### config.mk
export PLATFORM = sky130hd
export DESIGN_NAME = ucs2_le_to_utf8_encoder
export DESIGN_NICKNAME = d
export VERILOG_FILES = /design/src/rtl/u2u8_pkg.sv /design/src/rtl/u2u8_front.sv /design/src/rtl/u2u8_queue.sv /design/src/rtl/u2u8_back.sv /design/src/rtl/ucs2_le_to_utf8_encoder.sv
export SDC_FILE = /design/constraint.sdc
export NUM_CORES = 1
export LEC_CHECK = 0
export BUFFER_PORTS_ARGS = -buffer_cell sky130_fd_sc_hd__buf_2
export CAP_MARGIN = 20
export CORE_ASPECT_RATIO = 1.4
export CORE_MARGIN = 2
export CORE_UTILIZATION = 32
export DETAILED_ROUTE_END_ITERATION = 6
export GPL_TIMING_DRIVEN = 1
export SYNTH_ARGS = -nofsm -noshare
export SYNTH_HDL_FRONTEND = slang
export SYNTH_SLANG_ARGS = --single-unit
### constraint.sdc
create_clock -name clk -period 6.1 [get_ports clk]
set_input_delay 0.305 -clock clk [delete_from_list [all_inputs] [get_ports clk]]
set_output_delay 0.305 -clock clk [all_outputs]
set_load 0.05 [all_outputs]
### src/rtl/u2u8_pkg.sv
// Shared types, constants and the byte formatter for the UCS-2 to UTF-8 encoder.
// No dependencies; imported by every module of the block.
package u2u8_pkg;

    localparam int UNIT_W       = 16;
    localparam int LEN_CFG_W    = 4;
    localparam int QDEPTH       = 4;
    localparam int QPTR_W       = $clog2(QDEPTH);
    localparam int QCNT_W       = $clog2(QDEPTH + 1);

    localparam logic [LEN_CFG_W-1:0] NAME_LENGTH_RESET = 4'd10;
    localparam logic [UNIT_W-1:0]    REPLACEMENT_CHAR  = 16'hFFFD;
    localparam logic [4:0]           SURROGATE_TOP     = 5'b11011;

    localparam logic [7:0] LEAD_TWO   = 8'hC0;
    localparam logic [7:0] LEAD_THREE = 8'hE0;
    localparam logic [7:0] CONT_MARK  = 8'h80;

    typedef struct packed {
        logic [7:0] in_byte;
        logic       start_name;
    } in_item_t;

    typedef struct packed {
        logic [7:0] out_byte;
        logic       last_of_char;
    } out_item_t;

    typedef enum logic [1:0] {
        LEN_ONE   = 2'd0,
        LEN_TWO   = 2'd1,
        LEN_THREE = 2'd2
    } enc_len_t;

    typedef struct packed {
        logic [UNIT_W-1:0] unit;
        enc_len_t          len;
    } unit_entry_t;

    // Front to queue
    typedef struct packed {
        logic        push;
        unit_entry_t entry;
    } q_wr_t;

    // Queue to back
    typedef struct packed {
        logic        avail;
        unit_entry_t entry;
    } q_rd_t;

    function automatic logic [1:0] last_idx(input enc_len_t len);
        logic [1:0] r;
        unique case (len)
            LEN_ONE:   r = 2'd0;
            LEN_TWO:   r = 2'd1;
            LEN_THREE: r = 2'd2;
            default:   r = 2'd0;
        endcase
        return r;
    endfunction

    function automatic logic [7:0] enc_byte(input logic [UNIT_W-1:0] unit,
                                            input enc_len_t len,
                                            input logic [1:0] idx);
        logic [7:0] r;
        r = CONT_MARK | {2'b00, unit[5:0]};
        unique case (len)
            LEN_ONE:
                r = unit[7:0];
            LEN_TWO:
                if (idx == 2'd0)
                    r = LEAD_TWO | {3'b000, unit[10:6]};
            LEN_THREE:
                if (idx == 2'd0)
                    r = LEAD_THREE | {4'b0000, unit[15:12]};
                else if (idx == 2'd1)
                    r = CONT_MARK | {2'b00, unit[11:6]};
            default:
                r = unit[7:0];
        endcase
        return r;
    endfunction

endpackage

### src/rtl/u2u8_front.sv
// Front end: byte pairing, name bookkeeping and code unit classification.
// Depends on u2u8_pkg.
module u2u8_front
    import u2u8_pkg::*;
(
    input  logic                 clk,
    input  logic                 rst_n,
    input  logic                 accept,
    input  in_item_t             item,
    input  logic                 cfg_we,
    input  logic [LEN_CFG_W-1:0] cfg_data,
    output q_wr_t                wr
);

    logic [LEN_CFG_W-1:0] name_length_reg, name_length_next;
    logic [7:0]           held_low_reg, held_low_next;
    logic                 expect_high_reg, expect_high_next;
    logic [LEN_CFG_W-1:0] units_done_reg, units_done_next;
    logic                 name_ended_reg, name_ended_next;

    logic [7:0]           held_eff;
    logic                 expect_eff;
    logic [LEN_CFG_W-1:0] done_eff;
    logic                 ended_eff;
    logic [UNIT_W-1:0]    unit;
    logic                 live;

    always_comb
    begin
        // start marker clears the name before the byte is handled
        held_eff   = item.start_name ? 8'h00 : held_low_reg;
        expect_eff = item.start_name ? 1'b0 : expect_high_reg;
        done_eff   = item.start_name ? '0 : units_done_reg;
        ended_eff  = item.start_name ? 1'b0 : name_ended_reg;

        live = !ended_eff && (done_eff < name_length_reg);
        unit = {item.in_byte, held_eff};

        held_low_next    = held_low_reg;
        expect_high_next = expect_high_reg;
        units_done_next  = units_done_reg;
        name_ended_next  = name_ended_reg;
        wr.push          = 1'b0;
        wr.entry.unit    = unit;
        wr.entry.len     = LEN_THREE;

        if (unit[15:7] == '0)
            wr.entry.len = LEN_ONE;
        else if (unit[15:11] == '0)
            wr.entry.len = LEN_TWO;
        else if (unit[15:11] == SURROGATE_TOP)
            wr.entry.unit = REPLACEMENT_CHAR;

        if (accept)
        begin
            held_low_next    = held_eff;
            expect_high_next = expect_eff;
            units_done_next  = done_eff;
            name_ended_next  = ended_eff;
            if (live)
            begin
                if (!expect_eff)
                begin
                    held_low_next    = item.in_byte;
                    expect_high_next = 1'b1;
                end
                else
                begin
                    expect_high_next = 1'b0;
                    if (unit == '0)
                        name_ended_next = 1'b1;
                    else
                    begin
                        units_done_next = done_eff + 1'b1;
                        wr.push         = 1'b1;
                    end
                end
            end
        end

        name_length_next = cfg_we ? cfg_data : name_length_reg;
    end

    always_ff @(posedge clk or negedge rst_n)
    begin
        if (!rst_n)
        begin
            name_length_reg <= NAME_LENGTH_RESET;
            held_low_reg    <= '0;
            expect_high_reg <= 1'b0;
            units_done_reg  <= '0;
            name_ended_reg  <= 1'b0;
        end
        else
        begin
            name_length_reg <= name_length_next;
            held_low_reg    <= held_low_next;
            expect_high_reg <= expect_high_next;
            units_done_reg  <= units_done_next;
            name_ended_reg  <= name_ended_next;
        end
    end

    // a unit only leaves on the high byte of a pair
    a_push_on_high: assert property (@(posedge clk) disable iff (!rst_n)
        wr.push |-> accept && !item.start_name && expect_high_reg)
        else $error("unit pushed without a held low byte");

endmodule

### src/rtl/u2u8_queue.sv
// Short register queue of classified code units between front and back.
// Depends on u2u8_pkg.
module u2u8_queue
    import u2u8_pkg::*;
(
    input  logic  clk,
    input  logic  rst_n,
    input  q_wr_t wr,
    input  logic  rd_take,
    output q_rd_t rd,
    output logic  q_full
);

    unit_entry_t         slot_reg [QDEPTH];
    logic [QPTR_W-1:0]   wptr_reg, wptr_next;
    logic [QPTR_W-1:0]   rptr_reg, rptr_next;
    logic [QCNT_W-1:0]   cnt_reg, cnt_next;
    logic                do_wr, do_rd;

    always_comb
    begin
        q_full   = (cnt_reg == QCNT_W'(QDEPTH));
        rd.avail = (cnt_reg != '0);
        rd.entry = slot_reg[rptr_reg];
        do_wr    = wr.push && !q_full;
        do_rd    = rd_take && rd.avail;
        wptr_next = do_wr ? wptr_reg + 1'b1 : wptr_reg;
        rptr_next = do_rd ? rptr_reg + 1'b1 : rptr_reg;
        cnt_next  = cnt_reg + QCNT_W'(do_wr) - QCNT_W'(do_rd);
    end

    always_ff @(posedge clk)
    begin
        if (do_wr)
            slot_reg[wptr_reg] <= wr.entry;
    end

    always_ff @(posedge clk or negedge rst_n)
    begin
        if (!rst_n)
        begin
            wptr_reg <= '0;
            rptr_reg <= '0;
            cnt_reg  <= '0;
        end
        else
        begin
            wptr_reg <= wptr_next;
            rptr_reg <= rptr_next;
            cnt_reg  <= cnt_next;
        end
    end

    a_no_overflow: assert property (@(posedge clk) disable iff (!rst_n)
        q_full |-> !wr.push)
        else $error("push into full unit queue");

    a_cnt_range: assert property (@(posedge clk) disable iff (!rst_n)
        cnt_reg <= QCNT_W'(QDEPTH))
        else $error("unit queue count out of range");

endmodule

### src/rtl/u2u8_back.sv
// Back end: expands one queued code unit into its UTF-8 bytes, one per transaction.
// Depends on u2u8_pkg.
module u2u8_back
    import u2u8_pkg::*;
(
    input  logic      clk,
    input  logic      rst_n,
    input  q_rd_t     rd,
    output logic      rd_take,
    output out_item_t result,
    output logic      empty,
    input  logic      pop
);

    logic              valid_reg, valid_next;
    unit_entry_t       cur_reg, cur_next;
    logic [1:0]        idx_reg, idx_next;
    logic              is_last;
    logic              load;

    always_comb
    begin
        is_last = (idx_reg == last_idx(cur_reg.len));
        empty   = !valid_reg;
        result.out_byte     = enc_byte(cur_reg.unit, cur_reg.len, idx_reg);
        result.last_of_char = is_last;

        // reload when idle or as the final byte of the current unit goes out
        load    = !valid_reg || (pop && is_last);
        rd_take = load && rd.avail;

        valid_next = valid_reg;
        cur_next   = cur_reg;
        idx_next   = idx_reg;
        if (load)
        begin
            valid_next = rd.avail;
            cur_next   = rd.entry;
            idx_next   = 2'd0;
        end
        else if (pop)
            idx_next = idx_reg + 1'b1;
    end

    always_ff @(posedge clk)
    begin
        cur_reg <= cur_next;
    end

    always_ff @(posedge clk or negedge rst_n)
    begin
        if (!rst_n)
        begin
            valid_reg <= 1'b0;
            idx_reg   <= '0;
        end
        else
        begin
            valid_reg <= valid_next;
            idx_reg   <= idx_next;
        end
    end

    a_idx_bound: assert property (@(posedge clk) disable iff (!rst_n)
        valid_reg |-> idx_reg <= last_idx(cur_reg.len))
        else $error("byte index past end of character");

    a_new_unit_first: assert property (@(posedge clk) disable iff (!rst_n)
        rd_take |=> idx_reg == 2'd0 && valid_reg)
        else $error("new unit not started at its lead byte");

endmodule

### src/rtl/ucs2_le_to_utf8_encoder.sv
// Top level of the UCS-2 little-endian to UTF-8 name encoder.
// Depends on u2u8_pkg, u2u8_front, u2u8_queue, u2u8_back.
//
//  channel   handshake         payload
//  input     push / full       item   (in_byte, start_name)
//  result    empty / pop       result (out_byte, last_of_char)
//  config    cfg_we            cfg_data (name_length)
//
// One byte is taken per cycle while full is low; each high byte that completes a nonzero
// unit within the name length yields one to three result bytes, and the back end emits
// one result byte per cycle while pop is high. The four-entry unit queue decouples the
// sides; full rises when it holds four units. Reset is asynchronous and clears
// all control state and name_length to 10. Results wait on the ports while pop is low.
module ucs2_le_to_utf8_encoder
    import u2u8_pkg::*;
(
    input  logic                 clk,
    input  logic                 rst_n,
    input  logic                 push,
    output logic                 full,
    input  in_item_t             item,
    output logic                 empty,
    input  logic                 pop,
    output out_item_t            result,
    input  logic                 cfg_we,
    input  logic [LEN_CFG_W-1:0] cfg_data
);

    q_wr_t wr;
    q_rd_t rd;
    logic  rd_take;
    logic  q_full;
    logic  accept;

    assign full   = q_full;
    assign accept = push && !q_full;

    u2u8_front u_front (
        .clk      (clk),
        .rst_n    (rst_n),
        .accept   (accept),
        .item     (item),
        .cfg_we   (cfg_we),
        .cfg_data (cfg_data),
        .wr       (wr)
    );

    u2u8_queue u_queue (
        .clk     (clk),
        .rst_n   (rst_n),
        .wr      (wr),
        .rd_take (rd_take),
        .rd      (rd),
        .q_full  (q_full)
    );

    u2u8_back u_back (
        .clk     (clk),
        .rst_n   (rst_n),
        .rd      (rd),
        .rd_take (rd_take),
        .result  (result),
        .empty   (empty),
        .pop     (pop)
    );

endmodule
# [Word-level counts from Yosys, hierarchy flattened]
# Memory sizes are Yosys's and may differ from the RTL's. A register that Yosys moved wholly into a read port is not among the register bits.
# Index checks and enable logic that the tools add are counted.
[totals] reg_bits=28 ramBits=72 in_bits=18 output_inout_bits=11 n_memories=1
[memory_table] memory="u_queue.slot_reg" depth=4 word_bits=18 read_ports=1 rd_ports_with_merged_regs=1 wr=1 line_no="u2u8_queue.sv:14" source="unit_entry_t slot_reg [QDEPTH];"
[op_classes] addsub=6 magnitude_cmp=1 n_eq_ne=6 mux=32 n_reduce_logical=16
[ops] op="$mux W16" count=3
[ops] op="$mux W8" count=4
[ops] op="$logic_not A16 Y1" count=1
[ops] op="$mux W4" count=4
[ops] op="$pmux W8 S2" count=1
[ops] op="$mux W1" count=13
[ops] op="$logic_not A9 Y1" count=1
[ops] op="$mux W2" count=4
[ops] op="$mux W7" count=1
[ops] op="$add A2 B1 Y2 const B" count=3
[ops] op="$logic_and A1 B1 Y1" count=6
[ops] op="$mux W6" count=1
[ops] op="$eq A5 B5 Y1 const B" count=1
[ops] op="$logic_not A5 Y1" count=1
[ops] op="$add A4 B1 Y4 const B" count=1
[ops] op="$eq A2 B1 Y1 const B" count=2
[ops] op="$lt A4 B4 Y1" count=1
[ops] op="$pmux W2 S2" count=1
[ops] op="$add A3 B1 Y3" count=1
[ops] op="$eq A3 B3 Y1 const B" count=1
[ops] op="$logic_not A1 Y1" count=3
[ops] op="$reduce_bool A3 Y1" count=1
[ops] op="$sub A3 B1 Y3" count=1
[ops] op="$eq A2 B2 Y1" count=1
[ops] op="other kinds (4)" count=4

# [Depth between registers and ports, before layout]
[depth] ltp_word=9 depth_mapped=12

# [Modules after synthesis]
# Synthesis repeated with hierarchy kept, for this count alone.
[unflattened] hier_cells=334 area_unflattened_um2=5198.7
[by_module_without_submodules] mod="u2u8_queue" n_inst=1 cells_each=134 area_per_inst_um2=3071.7 seq_area_each_um2=2337.2
[by_module_without_submodules] mod="u2u8_front" n_inst=1 cells_each=120 area_per_inst_um2=1103.6 seq_area_each_um2=452.9
[by_module_without_submodules] mod="u2u8_back" n_inst=1 cells_each=79 area_per_inst_um2=1009.7 seq_area_each_um2=615.6
[by_module_without_submodules] mod="ucs2_le_to_utf8_encoder" n_inst=1 cells_each=1 area_per_inst_um2=13.8 seq_area_each_um2=0.0

# [Least setup slack after synthesis]
# OpenSTA, ideal clock, no wires.
[synth_timing] kind="in2reg" from="input port item[0] in the netlist's numbering" to="memory u_queue.slot_reg[0][0] in the netlist's numbering (enable)" setup_time_ps=376 t_arrival_ps=2381 setup_slack_ps=3343 path_stages=10 path_cell_list="clkbuf_1 > clkbuf_1 > nor2b_1 > ha_1 > nand2_1 > a21oi_1 > a22o_1 > nor3_1 > buf_2 > and2_1"
[synth_between] elab_chain_cells=9 elab_cells_between_ends=15 classes_between="order compare (1); mux (10); reduce/logical (4)"
[synth_lines] item="start, declared" line_no="ucs2_le_to_utf8_encoder.sv:21" source="input in_item_t item,"
[synth_lines] item="$mux W8" line_no="u2u8_front.sv:31" source="held_eff = item.start_name ? 8'h00 : held_low_reg;"
[synth_lines] item="$logic_not A16 Y1" line_no="u2u8_front.sv:70" source="if (unit == '0)"
[synth_lines] item="$mux W1" line_no="u2u8_front.sv:70"
[synth_lines] item="$mux W1" line_no="u2u8_front.sv:62" source="if (!expect_eff)"
[synth_lines] item="$mux W1 *" line_no="u2u8_front.sv:60" source="if (live)"
[synth_lines] item="$mux W1 *" line_no="u2u8_front.sv:54" source="if (accept)"
[synth_lines] item="$logic_and A1 B1 Y1 *" line_no="u2u8_queue.sv:25" source="do_wr = wr.push && !q_full;"
[synth_lines] item="net u_queue.do_wr" line_no="u2u8_queue.sv:18" source="logic do_wr, do_rd;"
[synth_lines] item="$mux W1 *" line_no="u2u8_queue.sv:34" source="if (do_wr)"
[synth_lines] item="$mux W1 (not written as such) *" line_no="u2u8_queue.sv:35" source="slot_reg[wptr_reg] <= wr.entry;"
[synth_lines] item="end, declared" line_no="u2u8_queue.sv:14"
# Mark *: on every way through the listed nets, which the timed path passes. The rest lies on a longest branch.

# [Final worst setup path]
[layout_timing] from="register u_front.units_done_reg[1]" to="memory u_queue.slot_reg[0][2] in the netlist's numbering (enable)"
[layout_between] elab_chain_cells=8
[layout_lines] item="start, declared" line_no="u2u8_front.sv:18" source="logic [LEN_CFG_W-1:0] units_done_reg, units_done_next;"
[layout_lines] item="start signal, assigned" line_no="u2u8_front.sv:99" source="units_done_reg <= units_done_next;"
[layout_lines] item="$mux W4" line_no="u2u8_front.sv:33" source="done_eff = item.start_name ? '0 : units_done_reg;"
[layout_lines] item="$lt A4 B4 Y1" line_no="u2u8_front.sv:36" source="live = !ended_eff && (done_eff < name_length_reg);"
[layout_lines] item="$logic_and A1 B1 Y1" line_no="u2u8_front.sv:36"
[layout_lines] item="$mux W1" line_no="u2u8_front.sv:60"
[layout_lines] item="$mux W1" line_no="u2u8_front.sv:54"
[layout_lines] item="$logic_and A1 B1 Y1" line_no="u2u8_queue.sv:25"
[layout_lines] item="$mux W1" line_no="u2u8_queue.sv:34"
[layout_lines] item="$mux W1 (not written as such)" line_no="u2u8_queue.sv:35"
# Every way passes these cells.

==> impl_metrics.sql <==
INSERT INTO impl_metrics (metric_group, metric, value, unit) VALUES
('status', 'run_status', 'completed', ''),
('clocking', 'cts.reportedPaths.clkPinSlew', '50', 'ps'),
('critical_path', 'crit_arrival', '2790', 'ps'),
('power', 'cellPowerDensity', '537', 'nW/um2'),
('yosys', 'yosysTopAreaCellShare', '0.545', ''),
('clocking', 'clock_tree.htree_level_count', '4', ''),
('placed_design', 'gp_congestion', '0.781', ''),
('yosys', 'synth_fp_nets', '347', ''),
('min_path', 'hold_path.class', 'in -> reg', ''),
('power', 'power.ir.vdd_worst', '417', 'uV'),
('global_route', 'largest_net_degree_at_the_start_of_global_routing', '29', ''),
('critical_path', 'critPathLaunchType', 'flip-flop', ''),
('final_layout', 'stdcell_count', '557', ''),
('drt', 'drtIter0Drc', '155', ''),
('yosys', 'synthesis.instances', '315', ''),
('yosys', 'synthesis.area', '4960', 'um2'),
('yosys', 'ys_seq_elements', '118', ''),
('clocking', 'cts_post_setup_buffers_inserted', '0', ''),
('yosys', 'post-synth-top-count-cell', 'sky130_fd_sc_hd__edfxtp_1', ''),
('placed_design', 'dpl.hpwl', '6240', 'um'),
('clocking', 'cts.repair.resized', '0', ''),
('sta', 'max_freq', '0.361', 'GHz'),
('yosys', 'synth_area_leaders', 'sky130_fd_sc_hd__edfxtp_1 55%, sky130_fd_sc_hd__dfrtp_1 13%, sky130_fd_sc_hd__mux4_2 8.2%, sky130_fd_sc_hd__ha_1 3.3%, sky130_fd_sc_hd__inv_1 2.0%', ''),
('clocking', 'clock_latency', '410', 'ps'),
('critical_path', 'end_kind', 'flip-flop', ''),
('drt', 'routedWlPerCell', '16.3', 'um'),
('sta', 'worst_pin_slew', '933', 'ps'),
('yosys', 'async_reset_ff_frac', '0.237', ''),
('drt', 'post_detailed_route_drc_marker_count', '0', ''),
('global_route', 'grt_antenna_before_repair', '0', ''),
('final_layout', 'areaGrowthSynthToFinish', '19.3', '%'),
('yosys', 'synth-edff-count', '90', ''),
('floorplanning', 'fp.dieArea', '16500', 'um2'),
('sta', 'timing.max_slew.rel_slack', '0.378', ''),
('floorplanning', 'initial_core_util', '0.328', ''),
('yosys', 'synth_area_per_cell', '15.7', 'um2'),
('sta', 'totalNegativeSetupSlack', '0', 'ps'),
('sta', 'setup_viol', '0', ''),
('drt', 'detailed_route_via_count', '2723', ''),
('drt', 'routed_wl', '9090', 'um'),
('power', 'power.leakage', '0.00226', 'uW'),
('global_route', 'grt.total_usage', '0.119', ''),
('sta', 'final_hold_viol_count', '0', ''),
('flow_run', 'drv_cap', '0', ''),
('floorplanning', 'chipHeight', '151', 'um'),
('final_layout', 'n_antenna_cell', '0', ''),
('drt', 'avgViaCountPerCell', '4.89', ''),
('sta', 'rsz0062_at_grt', 'false', ''),
('critical_path', 'crit_required', '6120', 'ps'),
('floorplanning', 'floorplan.core_area', '15100', 'um2'),
('clocking', 'tritoncts', 'done', ''),
('final_layout', 'final_cell_area', '5920', 'um2'),
('floorplanning', 'io_pins', '29', ''),
('drt', 'firstDrtPassIters', '4', ''),
('yosys', 'synth.cells.most_frequent', '90 x sky130_fd_sc_hd__edfxtp_1, 26 x sky130_fd_sc_hd__dfrtp_1, 26 x sky130_fd_sc_hd__inv_1', ''),
('critical_path', 'critPathKind', 'reg -> reg', ''),
('sta', 'post-route-min-period', '2770', 'ps'),
('yosys', 'synth.yosys.seq_area_share', '0.687', ''),
('final_layout', 'largest_reg_flops', '72', ''),
('global_route', 'grt_first_pass_wirelength', '14300', 'um'),
('drt', 'final_antenna_net_count', '0', ''),
('global_route', 'first_global_vias', '2762', ''),
('sta', 'finClkSkew', '9.83', 'ps'),
('clocking', 'cts_num_sinks', '118', ''),
('floorplanning', 'chipWidth', '109', 'um'),
('clocking', 'cts-root-to-sink-buffers', '2', ''),
('critical_path', 'worstPathMaxFanout', '18', ''),
('sta', 'final-max-slew-violation-count', '0', ''),
('yosys', 'post_synth_top_flop', 'sky130_fd_sc_hd__edfxtp_1', ''),
('final_layout', 'layout.nets', '384', ''),
('sta', 'min_period_over_period', '0.454', ''),
('placed_design', 'numPlacedInstances', '524', ''),
('sta', 'timing.hold.ws', '116', 'ps'),
('yosys', 'synth.distinct_cells', '43', ''),
('clocking', 'numCtsBuffers', '17', ''),
('yosys', 'netlist.top_cell.by_area', 'sky130_fd_sc_hd__edfxtp_1', ''),
('placed_design', 'buffer_ports.inserted', '28', ''),
('floorplanning', 'std_cell_rows', '53', ''),
('final_layout', 'drive_gt1_frac', '0.233', ''),
('clocking', 'root_buffer', 'sky130_fd_sc_hd__clkbuf_16', ''),
('global_route', 'grt_remaining_overflow', '0', ''),
('yosys', 'ys.warnings.count', '0', ''),
('placed_design', 'postPlaceCellArea', '5300', 'um2');
==> cell usage in the layout (no fill, tap or decap), types with 3 or more instances in the layout <==
cell type                   Yosys  final
sky130_fd_sc_hd__a22o_1        11     11
sky130_fd_sc_hd__xnor2_1        3      3
sky130_fd_sc_hd__o21ai_0       17     17
sky130_fd_sc_hd__a222oi_1       4      4
sky130_fd_sc_hd__ha_1          13     13
sky130_fd_sc_hd__edfxtp_1      90     90
sky130_fd_sc_hd__dfrtp_1       26     26
sky130_fd_sc_hd__inv_1         26     26
sky130_fd_sc_hd__nor3_1         5      5
sky130_fd_sc_hd__mux4_2        18     18
sky130_fd_sc_hd__clkinv_2       0      5
sky130_fd_sc_hd__clkbuf_1      10      3
sky130_fd_sc_hd__nor4_1         4      4
sky130_fd_sc_hd__nor2b_1        7      7
sky130_fd_sc_hd__clkbuf_16      0     17
sky130_fd_sc_hd__xor2_1         5      5
sky130_fd_sc_hd__nor2_1         9      9
sky130_fd_sc_hd__buf_2          1     28
sky130_fd_sc_hd__nand2b_1      10     10
sky130_fd_sc_hd__bufinv_16      0      4
sky130_fd_sc_hd__nand2_1       16     16
sky130_fd_sc_hd__and2_1         6      6
sky130_fd_sc_hd__a21oi_1        6      6
==> worst max-delay path, stage by stage (launching register included) <==
cell and delay, ps:
sky130_fd_sc_hd__dfrtp_1 380, sky130_fd_sc_hd__nor2b_1 170, sky130_fd_sc_hd__ha_1 210, sky130_fd_sc_hd__maj3_2 290, sky130_fd_sc_hd__a22o_1 210, sky130_fd_sc_hd__nor3_1 180, sky130_fd_sc_hd__buf_4 200, sky130_fd_sc_hd__and2_1 760
==> per-layer routing <==
metal,vias up,global-route usage,wire length (um)
met1,1368,0.138,3870
li1,1260,-,-
met2,77,0.199,4680
met5,-,0,0
met3,18,0.0409,357
met4,0,0.0532,179
==> through the flow <==
step | power, uW | utilization | setup slack, ps
finish | 3180 | 0.391 | 3330
global route | 3340 | 0.391 | 3120
CTS | 3200 | 0.391 | 3300
detailed placement | 2180 | 0.350 | 3100
global placement | 2160 | 0.350 | 3110
floorplan | 1950 | - | 3340
==> layout make-up <==
cell class / instances / area, um2
sequential: 118 / 3410
clock inverter: 11 / 156
inverter: 26 / 97.6
multi-input combinational: 158 / 1400
tap: 192 / 240
timing repair buffer: 31 / 165
clock buffer: 21 / 450
fill: 1406 / 9200
==> logic make-up (layout without fill, tap and decap cells) <==
kind of cell	count (synthesis)	after routing	synth area share
AOI/OAI and AO/OA	47	47	0.0679
xor gates and xnor gates	8	8	0.0141
adders and majority gates	15	15	0.0391
buffers and inverters	39	89	0.0305
DFF	118	118	0.687
muxes	20	20	0.0861
and+or+nand+nor	68	68	0.0752
==> power by group <==
part           total [uW]  switching [uW]  internal [uW]
combinational         950             598            352
clock                1020             328            688
sequential           1210             119           1090
total                3180            1050           2130
==> what timing repair did <==
item / CTS / global route
hold buffers: 1 / 0
hold endpoints to repair: 26 / 0
endpoints found under the setup margin: 0 / 0
==> worst paths after layout <==
check | start | to | slack (ps) | cells after the start
setup / recovery | u_front.units_done_reg[1]$_DFFE_PN0P_ | u_queue.slot_reg[0][2]$_DFFE_PP_ | 3330 | 7
hold / removal | cfg_data[2] | u_front.name_length_reg[2]$_DFFE_PN0P_ | 120 | 3
setup reg to reg | u_front.units_done_reg[1]$_DFFE_PN0P_ | u_queue.slot_reg[0][2]$_DFFE_PP_ | 3330 | 7
hold reg to reg | u_front.units_done_reg[1]$_DFFE_PN0P_ | u_front.units_done_reg[1]$_DFFE_PN0P_ | 510 | 1
max in group asynchronous | rst_n | u_front.held_low_reg[1]$_DFFE_PN0P_ | 5170 | 2
min in group asynchronous | rst_n | u_front.units_done_reg[2]$_DFFE_PN0P_ | 480 | 2
(Power assumes the default switching activity.)
